## config.mk

```make
export PLATFORM = sky130hd
export DESIGN_NAME = dipmc_csr
export DESIGN_NICKNAME = d
export VERILOG_FILES = /design/src/sv/dipmc_pkg.sv /design/src/sv/dipmc_csr.sv
export SDC_FILE = /design/constraint.sdc
export NUM_CORES = 1
export LEC_CHECK = 0
export BUFFER_PORTS_ARGS = -buffer_cell sky130_fd_sc_hd__buf_2
export CAP_MARGIN = 20
export CORE_MARGIN = 2
export CORE_UTILIZATION = 40
export CTS_CLUSTER_SIZE = 28
export DETAILED_ROUTE_END_ITERATION = 10
export GPL_TIMING_DRIVEN = 0
export HOLD_SLACK_MARGIN = 0.05
export PLACE_DENSITY = 0.67
export SLEW_MARGIN = 20
export SYNTH_ARGS = -nofsm -noshare
export SYNTH_HDL_FRONTEND = slang
export SYNTH_SLANG_ARGS = --single-unit
```

## constraint.sdc

```tcl
create_clock -name clock -period 1.3 [get_ports clock]
set_input_delay 0.13 -clock clock [delete_from_list [all_inputs] [get_ports clock]]
set_output_delay 0.13 -clock clock [all_outputs]
set_load 0.005 [all_outputs]
```

## src/sv/dipmc_pkg.sv

```systemverilog
// Shared types and constants for the dual incremental PID motor controller.
// No dependencies; imported by every module of the block.
package dipmc_pkg;

   localparam int GAIN_W   = 16;
   localparam int PERIOD_W = 10;
   localparam int LIMIT_W  = 7;
   localparam int ENC_W    = 16;
   localparam int ERR_W    = 17;
   localparam int DRIVE_W  = 20;
   localparam int Q_SHIFT  = 12;
   localparam int CSR_IDX_W  = 3;
   localparam int CSR_DATA_W = 16;

   localparam logic [PERIOD_W-1:0] RESET_TICK_PERIOD = PERIOD_W'(10);
   localparam logic [LIMIT_W-1:0]  RESET_DRIVE_LIMIT = LIMIT_W'(100);

   localparam logic MODE_SPEED  = 1'b0;
   localparam logic MODE_FOLLOW = 1'b1;

   typedef enum logic [CSR_IDX_W-1:0] {
      CSR_SPEED_KP    = 3'd0,
      CSR_SPEED_KI    = 3'd1,
      CSR_SPEED_KD    = 3'd2,
      CSR_FOLLOW_KP   = 3'd3,
      CSR_FOLLOW_KI   = 3'd4,
      CSR_FOLLOW_KD   = 3'd5,
      CSR_TICK_PERIOD = 3'd6,
      CSR_DRIVE_LIMIT = 3'd7
   } csr_index_type;

   typedef struct packed {
      logic [GAIN_W-1:0] kp;
      logic [GAIN_W-1:0] ki;
      logic [GAIN_W-1:0] kd;
   } pid_gains_type;

   typedef struct packed {
      pid_gains_type        speed;
      pid_gains_type        follow;
      logic [PERIOD_W-1:0]  tick_period;
      logic [LIMIT_W-1:0]   drive_limit;
   } ctrl_cfg_type;

endpackage

```

## src/sv/dipmc_csr.sv

```systemverilog
// Configuration register file: gains, tick period and drive limit.
// Depends on dipmc_pkg.
module dipmc_csr
   import dipmc_pkg::*;
(
   input  logic                  clock,
   input  logic                  reset,
   input  logic                  wr_en,
   input  logic [CSR_IDX_W-1:0]  wr_index,
   input  logic [CSR_DATA_W-1:0] wr_data,
   output ctrl_cfg_type          cfg
);

   ctrl_cfg_type cfg_ff, cfg_in;

   always_comb begin
      cfg_in = cfg_ff;
      if (wr_en) begin
         unique case (csr_index_type'(wr_index))
            CSR_SPEED_KP:    cfg_in.speed.kp    = wr_data;
            CSR_SPEED_KI:    cfg_in.speed.ki    = wr_data;
            CSR_SPEED_KD:    cfg_in.speed.kd    = wr_data;
            CSR_FOLLOW_KP:   cfg_in.follow.kp   = wr_data;
            CSR_FOLLOW_KI:   cfg_in.follow.ki   = wr_data;
            CSR_FOLLOW_KD:   cfg_in.follow.kd   = wr_data;
            CSR_TICK_PERIOD: cfg_in.tick_period = wr_data[PERIOD_W-1:0];
            CSR_DRIVE_LIMIT: cfg_in.drive_limit = wr_data[LIMIT_W-1:0];
            default:         cfg_in = cfg_ff;
         endcase
      end
   end

   always_ff @(posedge clock) begin
      if (reset) begin
         cfg_ff.speed.kp    <= GAIN_W'(2048);
         cfg_ff.speed.ki    <= GAIN_W'(655);
         cfg_ff.speed.kd    <= GAIN_W'(2048);
         cfg_ff.follow.kp   <= GAIN_W'(1638);
         cfg_ff.follow.ki   <= '0;
         cfg_ff.follow.kd   <= '0;
         cfg_ff.tick_period <= RESET_TICK_PERIOD;
         cfg_ff.drive_limit <= RESET_DRIVE_LIMIT;
      end else begin
         cfg_ff <= cfg_in;
      end
   end

   assign cfg = cfg_ff;

endmodule

```

## After elaboration in Yosys (flattened, before gate mapping)

Cells that the tools add are included.

| word-level totals | value |
|---|---|
| register bits | 113 |
| latch bits | 0 |
| RAM bits | 0 |
| memory bits (read-only) | 0 |
| bits of input ports | 22 |
| word-level logic and storage cells | 24 |
| memories kept | 0 |

| operators by class | value |
|---|---|
| $add $sub $neg | 0 |
| multiply operators | 0 |
| div/mod/pow operators | 0 |
| magnitude comparators | 0 |
| equal/unequal tests | 7 |
| shifts and indexed selects | 0 |
| multiplexer cells | 0 |
| bitwise logic cells | 0 |
| reductions and logical operators | 9 |

Operators with widths:

| operator | number |
|---|---|
| $reduce_and 2->1 | 8 |
| $eq 3x3->1 const B | 4 |
| $eq 3x2->1 const B | 2 |
| $eq 3x1->1 const B | 1 |
| $logic_not 3->1 | 1 |

## Longest topological paths before layout

| logic depth | value |
|---|---|
| word-level depth | 2 |
| gate-level depth with buffers | 5 |
| depth with buffers taken out | 2 |

## Worst setup path after synthesis

OpenSTA, ideal clock, no wires.

| timing | value |
|---|---|
| path type | in2reg |
| from | input wr_index[1] |
| to | register cfg_ff, in the netlist cfg[105] |
| setup time | 0.125 ns |
| arrival | 1.174 ns |
| required time | 1.175 ns |
| slack | 0.001 ns |
| cell stages on the path | 5 |
| cell sequence | buf_2 -> or4b_4 -> buf_6 -> buf_12 -> mux2i_1 |

| on the way | value |
|---|---|
| longest elaborated chain between the ends | 2 |

RTL lines:

| item | RTL line | RTL |
|---|---|---|
| start, declared | dipmc_csr.sv:9 | `input logic [CSR_IDX_W-1:0] wr_index,` |
| $logic_not 3->1 | dipmc_csr.sv:19 | `unique case (csr_index_type'(wr_index))` |
| $reduce_and 2->1 (no source line) | -- |  |
| end signal, assigned | dipmc_csr.sv:44 | `cfg_ff <= cfg_in;` |
| end, declared | dipmc_csr.sv:14 | `ctrl_cfg_type cfg_ff, cfg_in;` |

No other way between the ends.
A chain may end at the register's enable or synchronous reset.

## Final worst setup path

| timing | value |
|---|---|
| from | register cfg_ff, in the netlist cfg[89] |
| to | output cfg[89] (netlist bit) |

RTL lines:

| item | RTL line | RTL |
|---|---|---|
| end, declared | dipmc_csr.sv:11 | `output ctrl_cfg_type cfg` |

No word-level cell between the ends.

==> metrics.cfg <==
[cells_and_area]
drive_gt1_share_pct=30.5
mostFrequentLayoutCell=buf_2
area_growth_pct=34.4
utilization_pct=55.3
largest_register_ffs=113
nNetsFinal=589
final_cell_mix=buf_2, mux2i_1, dfxtp_1, nand2b_1, nor2_1
diodes=0

[drt]
vias=3405
wl_per_cell_um=16.7
dr.pass1.iters=4
drc=0
drtIter0Drc=153
viasPerCell=4.73
antenna_left=0
wirelength_um=12000

[die]
die_h_um=110
num_rows=38
ioPinCount=135
start_util_pct=41.2
core-area_mm2=0.0108
die-area_mm2=0.0120
die_x_um=110

[placement]
finalWeightedCongestion=0.788
port_buffers=130
pre_cts_slack_ps=-541
dp_hpwl_um=8580

[synthesis]
syn_area_mm2=0.00446
synth_cells=408
synth_cell_types=16
synth_seq_cells=113
yosysSeqAreaShare_pct=50.7
synth_area_per_cell_um2=10.9
syn-num-nets=430
yosysWarnings=0

[critical_path]
cpMaxStageDelayCell=dfxtp_1
cpPeakStageDelay_ps=380
path_delay_family=flip-flops
crit_buf_inv=1
worstSetupPathType=reg -> out
endpoint=cfg[89]
critPathMaxFanout=2
r2r_end=cfg[101]
r2r_start=cfg[101]
start_kind=flop
rrSetupSlack_ps=650
worstPathCellList=buf_2
worst_setup_path_end_kind=primary output
r2r_cells=2
worstSetupPathDepth=1
arrival_ps=1030
crit_required_ps=1170
crit_path_start=cfg[89]

[sta]
slew_violations=0
setup_violations=0
period_share_pct=89.1
finClkSkew_ps=0
setup_ws_ps=141
max_freq_ghz=0.863
grt_setup_unrepaired=no
finalHoldViolCount=0
min_period_ps=1160
slew_headroom_pct=57.0
tightest_slew_ps=643

[power]
netSwitchingPower_mw=1.88
leakagePower_nw=3.07
powerDensity_mw_per_mm2=1480
seqPwrFrac_pct=40.4
p_sw_share_pct=21.2
p_int_mw=6.99
peakVddDrop_mv=0.741
fin_total_pwr_mw=8.87
pwr-share-comb_pct=6.1
clkPwrFrac_pct=53.5

[clocking]
clockRootBuffer=clkbuf_8
post-cts-setup-buffers=0
clock_sinks=113
cts.clk_slew.worst_paths_ps=60
numCtsBuffers=17
cts_tree=built
clock_latency_ps=510
clk_path_buf_depth=2
h-tree-depth=4

[run_status]
outcome=finished clean

[grt]
grt_max_degree=17
antenna_found_initial=0
grt_first_pass_wirelength_um=18400
grt-ovfl-total=0
grt_pass1_vias=3400
track_usage_pct=21.1

[min_path]
hold_path_class=in -> reg
whs_path_depth=3

[flow_run]
drv_cap=0

## power by group through the flow
stage | logic [mW] | registers [mW] | clock network (mW)
2_1_floorplan | 0.295 | 3.66 | 0
3_3_place_gp | 0.512 | 3.66 | 0
3_5_place_dp | 0.520 | 3.66 | 0
4_1_cts | 0.546 | 3.59 | 4.82
5_1_grt | 0.588 | 3.59 | 4.98
6_report | 0.540 | 3.59 | 4.75
## cells in the mapped netlist
cell type,instances,share of area [%]
clkbuf_1,16,1.3
nor4bb_1,2,0.45
mux2i_1,113,25
nor2_1,29,2.4
buf_2,11,1.2
nand2b_1,110,15
or4b_4,1,0.31
buf_4,1,0.17
nand4_1,1,0.14
and4b_1,1,0.22
buf_12,1,0.45
dfxtp_1,113,51
nand4bb_1,2,0.50
buf_6,2,0.50
buf_1,2,0.17
nand4b_1,3,0.59
## layout make-up
class / instances / area, µm²
plain buffers: 33 / 174
clock buffers: 21 / 449
flip-flops and latches: 113 / 2260
fillers: 984 / 4840
multi-input cells: 262 / 2030
well taps: 140 / 175
repair buffers: 140 / 751
clock inverters: 11 / 160
## cells by family (layout without fill, tap and decap cells)
family        Yosys count  in the layout  synth area share, %
buf+inv                33            205                 3.87
flops                 113            113                 50.7
mux                   113            113                 25.4
simple gates          149            149                 20.1
## per-layer routing
metal	up-vias	wire, µm	track usage (%)
met1	1622	5530	27.4
met2	96	5730	34.1
met4	0	107	7.32
met3	7	673	5.28
li1	1680	-	-
met5	-	0	0
## worst min path at each step
stage / to / from / slack, ps
final: cfg[32] / wr_data[15] / 80
after global routing: cfg[32] / wr_data[15] / 60
after CTS: cfg[32] / wr_data[15] / 50
after detailed placement: cfg[88] / wr_data[7] / 430
after global placement: cfg[5] / wr_data[5] / 410
after floorplan: cfg[88] / wr_data[7] / 300
## what timing repair did
item / CTS / global route
gates resized for setup: 1 / 0
setup endpoints to repair: 3 / 0
endpoints found under the hold margin: 23 / 0
hold buffers: 10 / 0
## metrics by stage
stage / cell area (µm²) / TNS (ps) / hold slack, ps / instances
final: 6000 / 0 / 76.5 / 720
after CTS: 6000 / 0 / 53.6 / 720
after global placement: 5290 / -22070 / 412 / 678
after global routing: 6000 / 0 / 63.7 / 720
after detailed placement: 5290 / -22900 / 426 / 678
after floorplan: 4460 / 0 / 297 / 408
Note: power is estimated with default switching activity, not from simulation.
