$ cat src/sv/dipmc_pkg.sv
// Shared types and constants for the dual incremental PID motor controller.
// No dependencies; imported by every module of the block.
package dipmc_pkg;

   localparam int GAIN_W   = 16;
   localparam int PERIOD_W = 10;
   localparam int LIMIT_W  = 7;
   localparam int ENC_W    = 16;
   localparam int ERR_W    = 17;
   localparam int DRIVE_W  = 20;
   localparam int Q_SHIFT  = 12;
   localparam int CSR_IDX_W  = 3;
   localparam int CSR_DATA_W = 16;

   localparam logic [PERIOD_W-1:0] RESET_TICK_PERIOD = PERIOD_W'(10);
   localparam logic [LIMIT_W-1:0]  RESET_DRIVE_LIMIT = LIMIT_W'(100);

   localparam logic MODE_SPEED  = 1'b0;
   localparam logic MODE_FOLLOW = 1'b1;

   typedef enum logic [CSR_IDX_W-1:0] {
      CSR_SPEED_KP    = 3'd0,
      CSR_SPEED_KI    = 3'd1,
      CSR_SPEED_KD    = 3'd2,
      CSR_FOLLOW_KP   = 3'd3,
      CSR_FOLLOW_KI   = 3'd4,
      CSR_FOLLOW_KD   = 3'd5,
      CSR_TICK_PERIOD = 3'd6,
      CSR_DRIVE_LIMIT = 3'd7
   } csr_index_type;

   typedef struct packed {
      logic [GAIN_W-1:0] kp;
      logic [GAIN_W-1:0] ki;
      logic [GAIN_W-1:0] kd;
   } pid_gains_type;

   typedef struct packed {
      pid_gains_type        speed;
      pid_gains_type        follow;
      logic [PERIOD_W-1:0]  tick_period;
      logic [LIMIT_W-1:0]   drive_limit;
   } ctrl_cfg_type;

endpackage

$ cat src/sv/dipmc_pid_loop.sv
// One incremental PID loop: two-deep error history, Q12 drive accumulator
// and symmetric clamp. Depends on dipmc_pkg.
module dipmc_pid_loop
   import dipmc_pkg::*;
(
   input  logic                       clock,
   input  logic                       reset,
   input  logic                       step,
   input  logic signed [ERR_W-1:0]    err,
   input  pid_gains_type              gains,
   input  logic [LIMIT_W-1:0]         limit,
   output logic signed [DRIVE_W-1:0]  acc
);

   localparam int DP_W  = ERR_W + 1;
   localparam int DD_W  = ERR_W + 2;
   localparam int PP_W  = GAIN_W + 1 + DP_W;
   localparam int PI_W  = GAIN_W + 1 + ERR_W;
   localparam int PD_W  = GAIN_W + 1 + DD_W;
   localparam int SUM_W = PD_W + 2;

   logic signed [ERR_W-1:0]   hist0_ff, hist1_ff;
   logic signed [DRIVE_W-1:0] acc_ff, acc_in;

   logic signed [DP_W-1:0]    diff_p;
   logic signed [DD_W-1:0]    diff_d;
   logic signed [PP_W-1:0]    prod_p;
   logic signed [PI_W-1:0]    prod_i;
   logic signed [PD_W-1:0]    prod_d;
   logic signed [SUM_W-1:0]   sum, lim_pos, lim_neg;

   assign diff_p = DP_W'(err) - DP_W'(hist0_ff);
   assign diff_d = DD_W'(err) - (DD_W'(hist0_ff) <<< 1) + DD_W'(hist1_ff);

   assign prod_p = $signed({1'b0, gains.kp}) * diff_p;
   assign prod_i = $signed({1'b0, gains.ki}) * err;
   assign prod_d = $signed({1'b0, gains.kd}) * diff_d;

   assign sum = SUM_W'(acc_ff) + SUM_W'(prod_p) + SUM_W'(prod_i) + SUM_W'(prod_d);

   assign lim_pos = $signed({(SUM_W - LIMIT_W - Q_SHIFT)'(0), limit, Q_SHIFT'(0)});
   assign lim_neg = -lim_pos;

   // Saturate once, after the increment lands in the accumulator.
   always_comb begin
      priority if (sum > lim_pos) begin
         acc_in = DRIVE_W'(lim_pos);
      end else if (sum < lim_neg) begin
         acc_in = DRIVE_W'(lim_neg);
      end else begin
         acc_in = DRIVE_W'(sum);
      end
   end

   always_ff @(posedge clock) begin
      if (reset) begin
         hist0_ff <= '0;
         hist1_ff <= '0;
         acc_ff   <= '0;
      end else if (step) begin
         hist0_ff <= err;
         hist1_ff <= hist0_ff;
         acc_ff   <= acc_in;
      end
   end

   assign acc = acc_ff;

endmodule
$ cat config.mk
export PLATFORM = sky130hd
export DESIGN_NAME = dipmc_pid_loop
export DESIGN_NICKNAME = d
export VERILOG_FILES = /design/src/sv/dipmc_pkg.sv /design/src/sv/dipmc_pid_loop.sv
export SDC_FILE = /design/constraint.sdc
export NUM_CORES = 2
export LEC_CHECK = 0
export BUFFER_PORTS_ARGS = -buffer_cell sky130_fd_sc_hd__buf_2
export CORE_MARGIN = 4
export CORE_UTILIZATION = 40
export DETAILED_ROUTE_END_ITERATION = 12
export GPL_ROUTABILITY_DRIVEN = 0
export PLACE_DENSITY_LB_ADDON = 0.3
export SLEW_MARGIN = 20
export SYNTH_ARGS = -nofsm -noshare
export SYNTH_HDL_FRONTEND = slang
export SYNTH_SLANG_ARGS = --single-unit
$ cat constraint.sdc
create_clock -name clock -period 42.4 [get_ports clock]
set_input_delay 12.72 -clock clock [delete_from_list [all_inputs] [get_ports clock]]
set_output_delay 12.72 -clock clock [all_outputs]
set_load 0.05 [all_outputs]
Word-level counts from Yosys, hierarchy flattened. Index checks and enable logic that the tools add are counted.

Bits of input ports: 75. Output and inout bits: 20. Register bits: 54. Word-level logic and storage cells: 17.

$lt $le $gt $ge: 2. Multiplexer cells: 2. Add/subtract/negate cells: 7. $mul: 3.

Operator list (count): $mux W20 (2); $add A37 B36 Y38 (1); $gt A38 B20 Y1 (1); $lt A38 B38 Y1 (1); $neg A19 Y38 (1); $add A36 B34 Y37 (1); $add A20 B35 Y36 (1); $mul A17 B19 Y36 (1); $mul A17 B18 Y35 (1); $mul A17 B17 Y34 (1); $add A19 B17 Y19 (1); $sub A17 B18 Y19 (1); $sub A17 B17 Y18 (1).

Depth between registers and ports, before layout.
Depth in word-level cells: 8. Depth in mapped cells: 58. Gate-level depth less buffers: 52.

Least setup slack after synthesis. OpenSTA, ideal clock, no wires.

Path kind: input to register. Start point: input port err[4]. End point: register acc_ff[16] (netlist: acc[16]). Slack: 17.244 ns. Library setup time: 0.106 ns. Stages on the path: 55. Required time: 42.294 ns. Arrival: 25.050 ns. Buffers on the path: 8. Cells stage by stage: clkbuf_1 clkbuf_1 inv_1 fa_1 inv_1 ha_1 a21boi_0 o21ai_0 a21oi_1 o2111ai_1 a31oi_1 a41oi_1 a21oi_1 xnor2_1 clkbuf_1 and2_1 fa_1 inv_1 (+19 left out) o21ai_0 a31oi_1 o21ai_0 a21oi_1 a31oi_1 buf_4 clkbuf_1 ha_1 nand2b_1 a21oi_1 o2111ai_1 a21oi_1 a21oi_1 clkbuf_1 nand2_1 a21oi_1 o21ai_0 o311ai_0.

Longest elaborated chain between the ends: 8.

Ends and longest elaborated chain: from (decl) (line dipmc_pid_loop.sv:9) `input logic signed [ERR_W-1:0] err,`; $sub A17 B17 Y18 (line dipmc_pid_loop.sv:32) `assign diff_p = DP_W'(err) - DP_W'(hist0_ff);`; $mul A17 B18 Y35 (line dipmc_pid_loop.sv:35) `assign prod_p = $signed({1'b0, gains.kp}) * diff_p;`; $add A20 B35 Y36 (line dipmc_pid_loop.sv:39) `assign sum = SUM_W'(acc_ff) + SUM_W'(prod_p) + SUM_W'(prod_i) + SUM_W'(prod_d);`; $add A36 B34 Y37 (line dipmc_pid_loop.sv:39); $add A37 B36 Y38 * (line dipmc_pid_loop.sv:39); $lt A38 B38 Y1 (line dipmc_pid_loop.sv:48) `end else if (sum < lim_neg) begin`; $mux W20 (line dipmc_pid_loop.sv:48); $mux W20 * (line dipmc_pid_loop.sv:46) `priority if (sum > lim_pos) begin`; to (signal assigned) (line dipmc_pid_loop.sv:63) `acc_ff <= acc_in;`; to (decl) (line dipmc_pid_loop.sv:23) `logic signed [DRIVE_W-1:0] acc_ff, acc_in;`.

Mark *: on every way between the ends. The rest lies on a longest branch, timed or not. A chain may end at the register's enable or synchronous reset.

Final worst setup path.
Start point: input port err[2]. End point: register acc_ff[12] (netlist: acc[12]).

Same word-level chain as after synthesis.

==> flow_summary.toml <==
[worst_setup_path]
reg2reg_slack_ps = 28340
startpoint_type = "input pin"
worst_path_most_repeated_cell = "fa_1"
path_class = "input pin to register"
critical_path_arrival_ps = 26440
max_stage_delay_ps = 790
crit_path_max_fanout = 23
cpMaxStageDelayCell = "fa_1"
end_kind = "register"
worstPathRequired_ps = 42550

[yosys]
synth_compound_area_share_pct = 5.04
synth_cells = 4316
synth-edff-count = 0
ys_seq_area_share_pct = 2.76
yosysUniqueCellTypes = 69
muxShareOfSynthArea_pct = 0.868
synthTopCellsByArea = "fa_1 50%, ha_1 12%, inv_1 11%"
yosys.area.top_type = "fa_1"
synthSimpleGateAreaFrac_pct = 14.8
synth-main-ff-cell = "dfxtp_1"
synthXorXnorAreaFrac_pct = 1.97
synth_top_family_by_area = "adder cells"
async_flop_share_pct = 0
ys_ff_latch = 54
yosysWarnings = 0
syn_nets = 5737
synth_top_area_share_pct = 49.7
avgSynthCellArea_um2 = 9.09
synth.cell_area_mm2 = 0.0392
yosys.area_share.adder_pct = 61.6

[die]
dieArea_mm2 = 0.103
ioPinCount = 95
rows = 114
chipHeight_um = 321
core_mm2 = 0.0970
initial_utilization_pct = 40.4
die_w_um = 321

[global_routing]
grt_usage_pct = 20.6
overflow = 0
globalRouteMet3Util_pct = 3.46
grt_pass1_wl_mm = 168
grt_max_degree = 66
use_met2_pct = 33.6
antenna_found_initial = 4
use_met1_pct = 29.6
busiest_layer = "met2"
grt_pass1_vias = 29900

[layout]
area_growth_pct = 4.84
nets = 5699
stdcell_count = 5559
final-seq-area_mm2 = 0.00108
drive_above_1_share_pct = 3.81
multi_input_area_mm2 = 0.0332
fill_cells = 9727

[outcome]
status = "finished, final reports clean"

[route]
routed_wl_mm = 102
drc = 0
routedWlPerCell_um = 18.3
viasPerCell = 4.90
vias = 27200
drtAntennaViolNets = 0
drtIter0Drc = 1435
dr.pass1.iters = 6

[place]
portBuffers = 94
hpwl_mm = 90.1
dpl.cell_count = 5547

[clock_tree]
cts_root_buf = "clkbuf_16"
ctsHoldBuffers = 0
cts_made_buffers = 5
cts_resized = 0
htree_levels = 2
clkLatencyLatePin_ps = 320
path_clk_slew_ps = 80
postCtsSetupBuffers = 0
clock-sinks = 54
clk_path_buf_depth = 2
cts_tree = "built"

[job]
cap_violations = 0

[timing]
setup-violations-final = 0
rsz0062_at_grt = "no"
tightestPinTransition_ps = 1070
fin_worst_skew_ps = 11.1
fmax_mhz = 38.0
period_share_pct = 62.0
layout_min_cycle_time_ps = 26290
fin_setup_tns_ps = 0
finalHoldViolations = 0
fin_hold_ws_ps = 499
slew_headroom_pct = 28.3
slew_violations = 0

[min_path]
hold_class = "register to register"
-- critical path, delay by kind of cell --
family | cells | cell delay (ps)
and+or+nand+nor | 5 | 1370
AOI/OAI and AO/OA | 21 | 4370
adders and majority gates | 13 | 6380
xor gates and xnor gates | 1 | 610
buffers and inverters | 7 | 940
-- cell families (layout without fill, tap and decap cells) --
kind of cell,count (synthesis),after routing
xor gates and xnor gates,88,88
adders and majority gates,1346,1346
buffers and inverters,1350,1313
other,0,4
muxes,34,34
AOI/OAI and AO/OA,306,306
and+or+nand+nor,1138,1138
DFF,54,54
-- sequential cells by signal, indices dropped and copies added (netlist names) --
name,count
acc,20
hist1_ff,17
hist0_ff,17
-- metrics by stage --
step	area, um2	setup WS, ps	util (%)
final	41100	16110	42.4
after floorplan	39200	17240	-
after global routing	41100	15050	42.4
after detailed placement	40900	15440	42.2
after CTS	41100	15730	42.4
after global placement	40900	15320	42.2
-- metal layers --
| metal | part of all wire, % | wire [um] |
|---|---|---|
| met1 | 46 | 47300 |
| met2 | 46 | 47000 |
| met3 | 5.7 | 5760 |
| met4 | 1.8 | 1780 |
| met5 | 0 | 0 |
-- Yosys cell counts (11+ instances only) --
master	number
mux2i_1	34
xnor2_1	62
and2_1	416
inv_1	1189
xor2_1	26
a21oi_1	105
o21ai_0	47
clkbuf_1	132
a31oi_1	11
fa_1	973
a21o_1	29
nand2b_1	45
a211oi_1	12
nor2_1	85
nand2_1	454
ha_1	373
nor3_1	20
nand3_1	12
o21a_1	21
dfxtp_1	54
nor2b_1	35
o211ai_1	19
buf_1	16
-- layout by cell type, fill, tap and decap left out, drive strengths merged, types with 4 or more instances in the layout --
master,netlist,routed
a31oi,11,11
o21bai,8,8
nand4,10,10
nor4,4,4
a21o,29,29
o211a,4,4
ha,373,373
a211oi,14,14
a21oi,106,106
inv,1189,1190
nor3,20,20
and2,416,416
buf,29,116
o211ai,19,19
clkbuf,132,5
or3b,5,5
and4,5,5
and3,10,10
dfxtp,54,54
a21boi,4,4
o21ai,49,49
fa,973,973
nand2,454,454
diode,0,4
o21a,21,21
xnor2,62,62
mux2i,34,34
nor2,86,86
xor2,26,26
or2,9,9
nand2b,45,45
nand3,12,12
o311ai,8,8
or4,11,11
o31ai,4,4
or3,9,9
nor2b,35,35
-- cell type report --
class	count	share of cell area [%]
inverter	1189	10.9
tap	1276	3.88
sequential	54	2.63
timing repair buffer	116	1.55
clock buffer	5	0.304
antenna	4	0.0243
multi-input combinational	2912	80.6
clock inverter	3	0.119
-- final timing paths --
path / from / end / depth (start not counted)
setup / recovery: err[2] / acc[12] / 47
hold / removal: hist1_ff[16] / hist1_ff[16] / 2
setup reg to reg: hist0_ff[1] / acc[12] / 47
hold reg to reg: hist1_ff[16] / hist1_ff[16] / 2
Power is left out: the tool's default activity adds up to more than one toggle a clock period on the data nets, which glitch-free logic cannot reach.
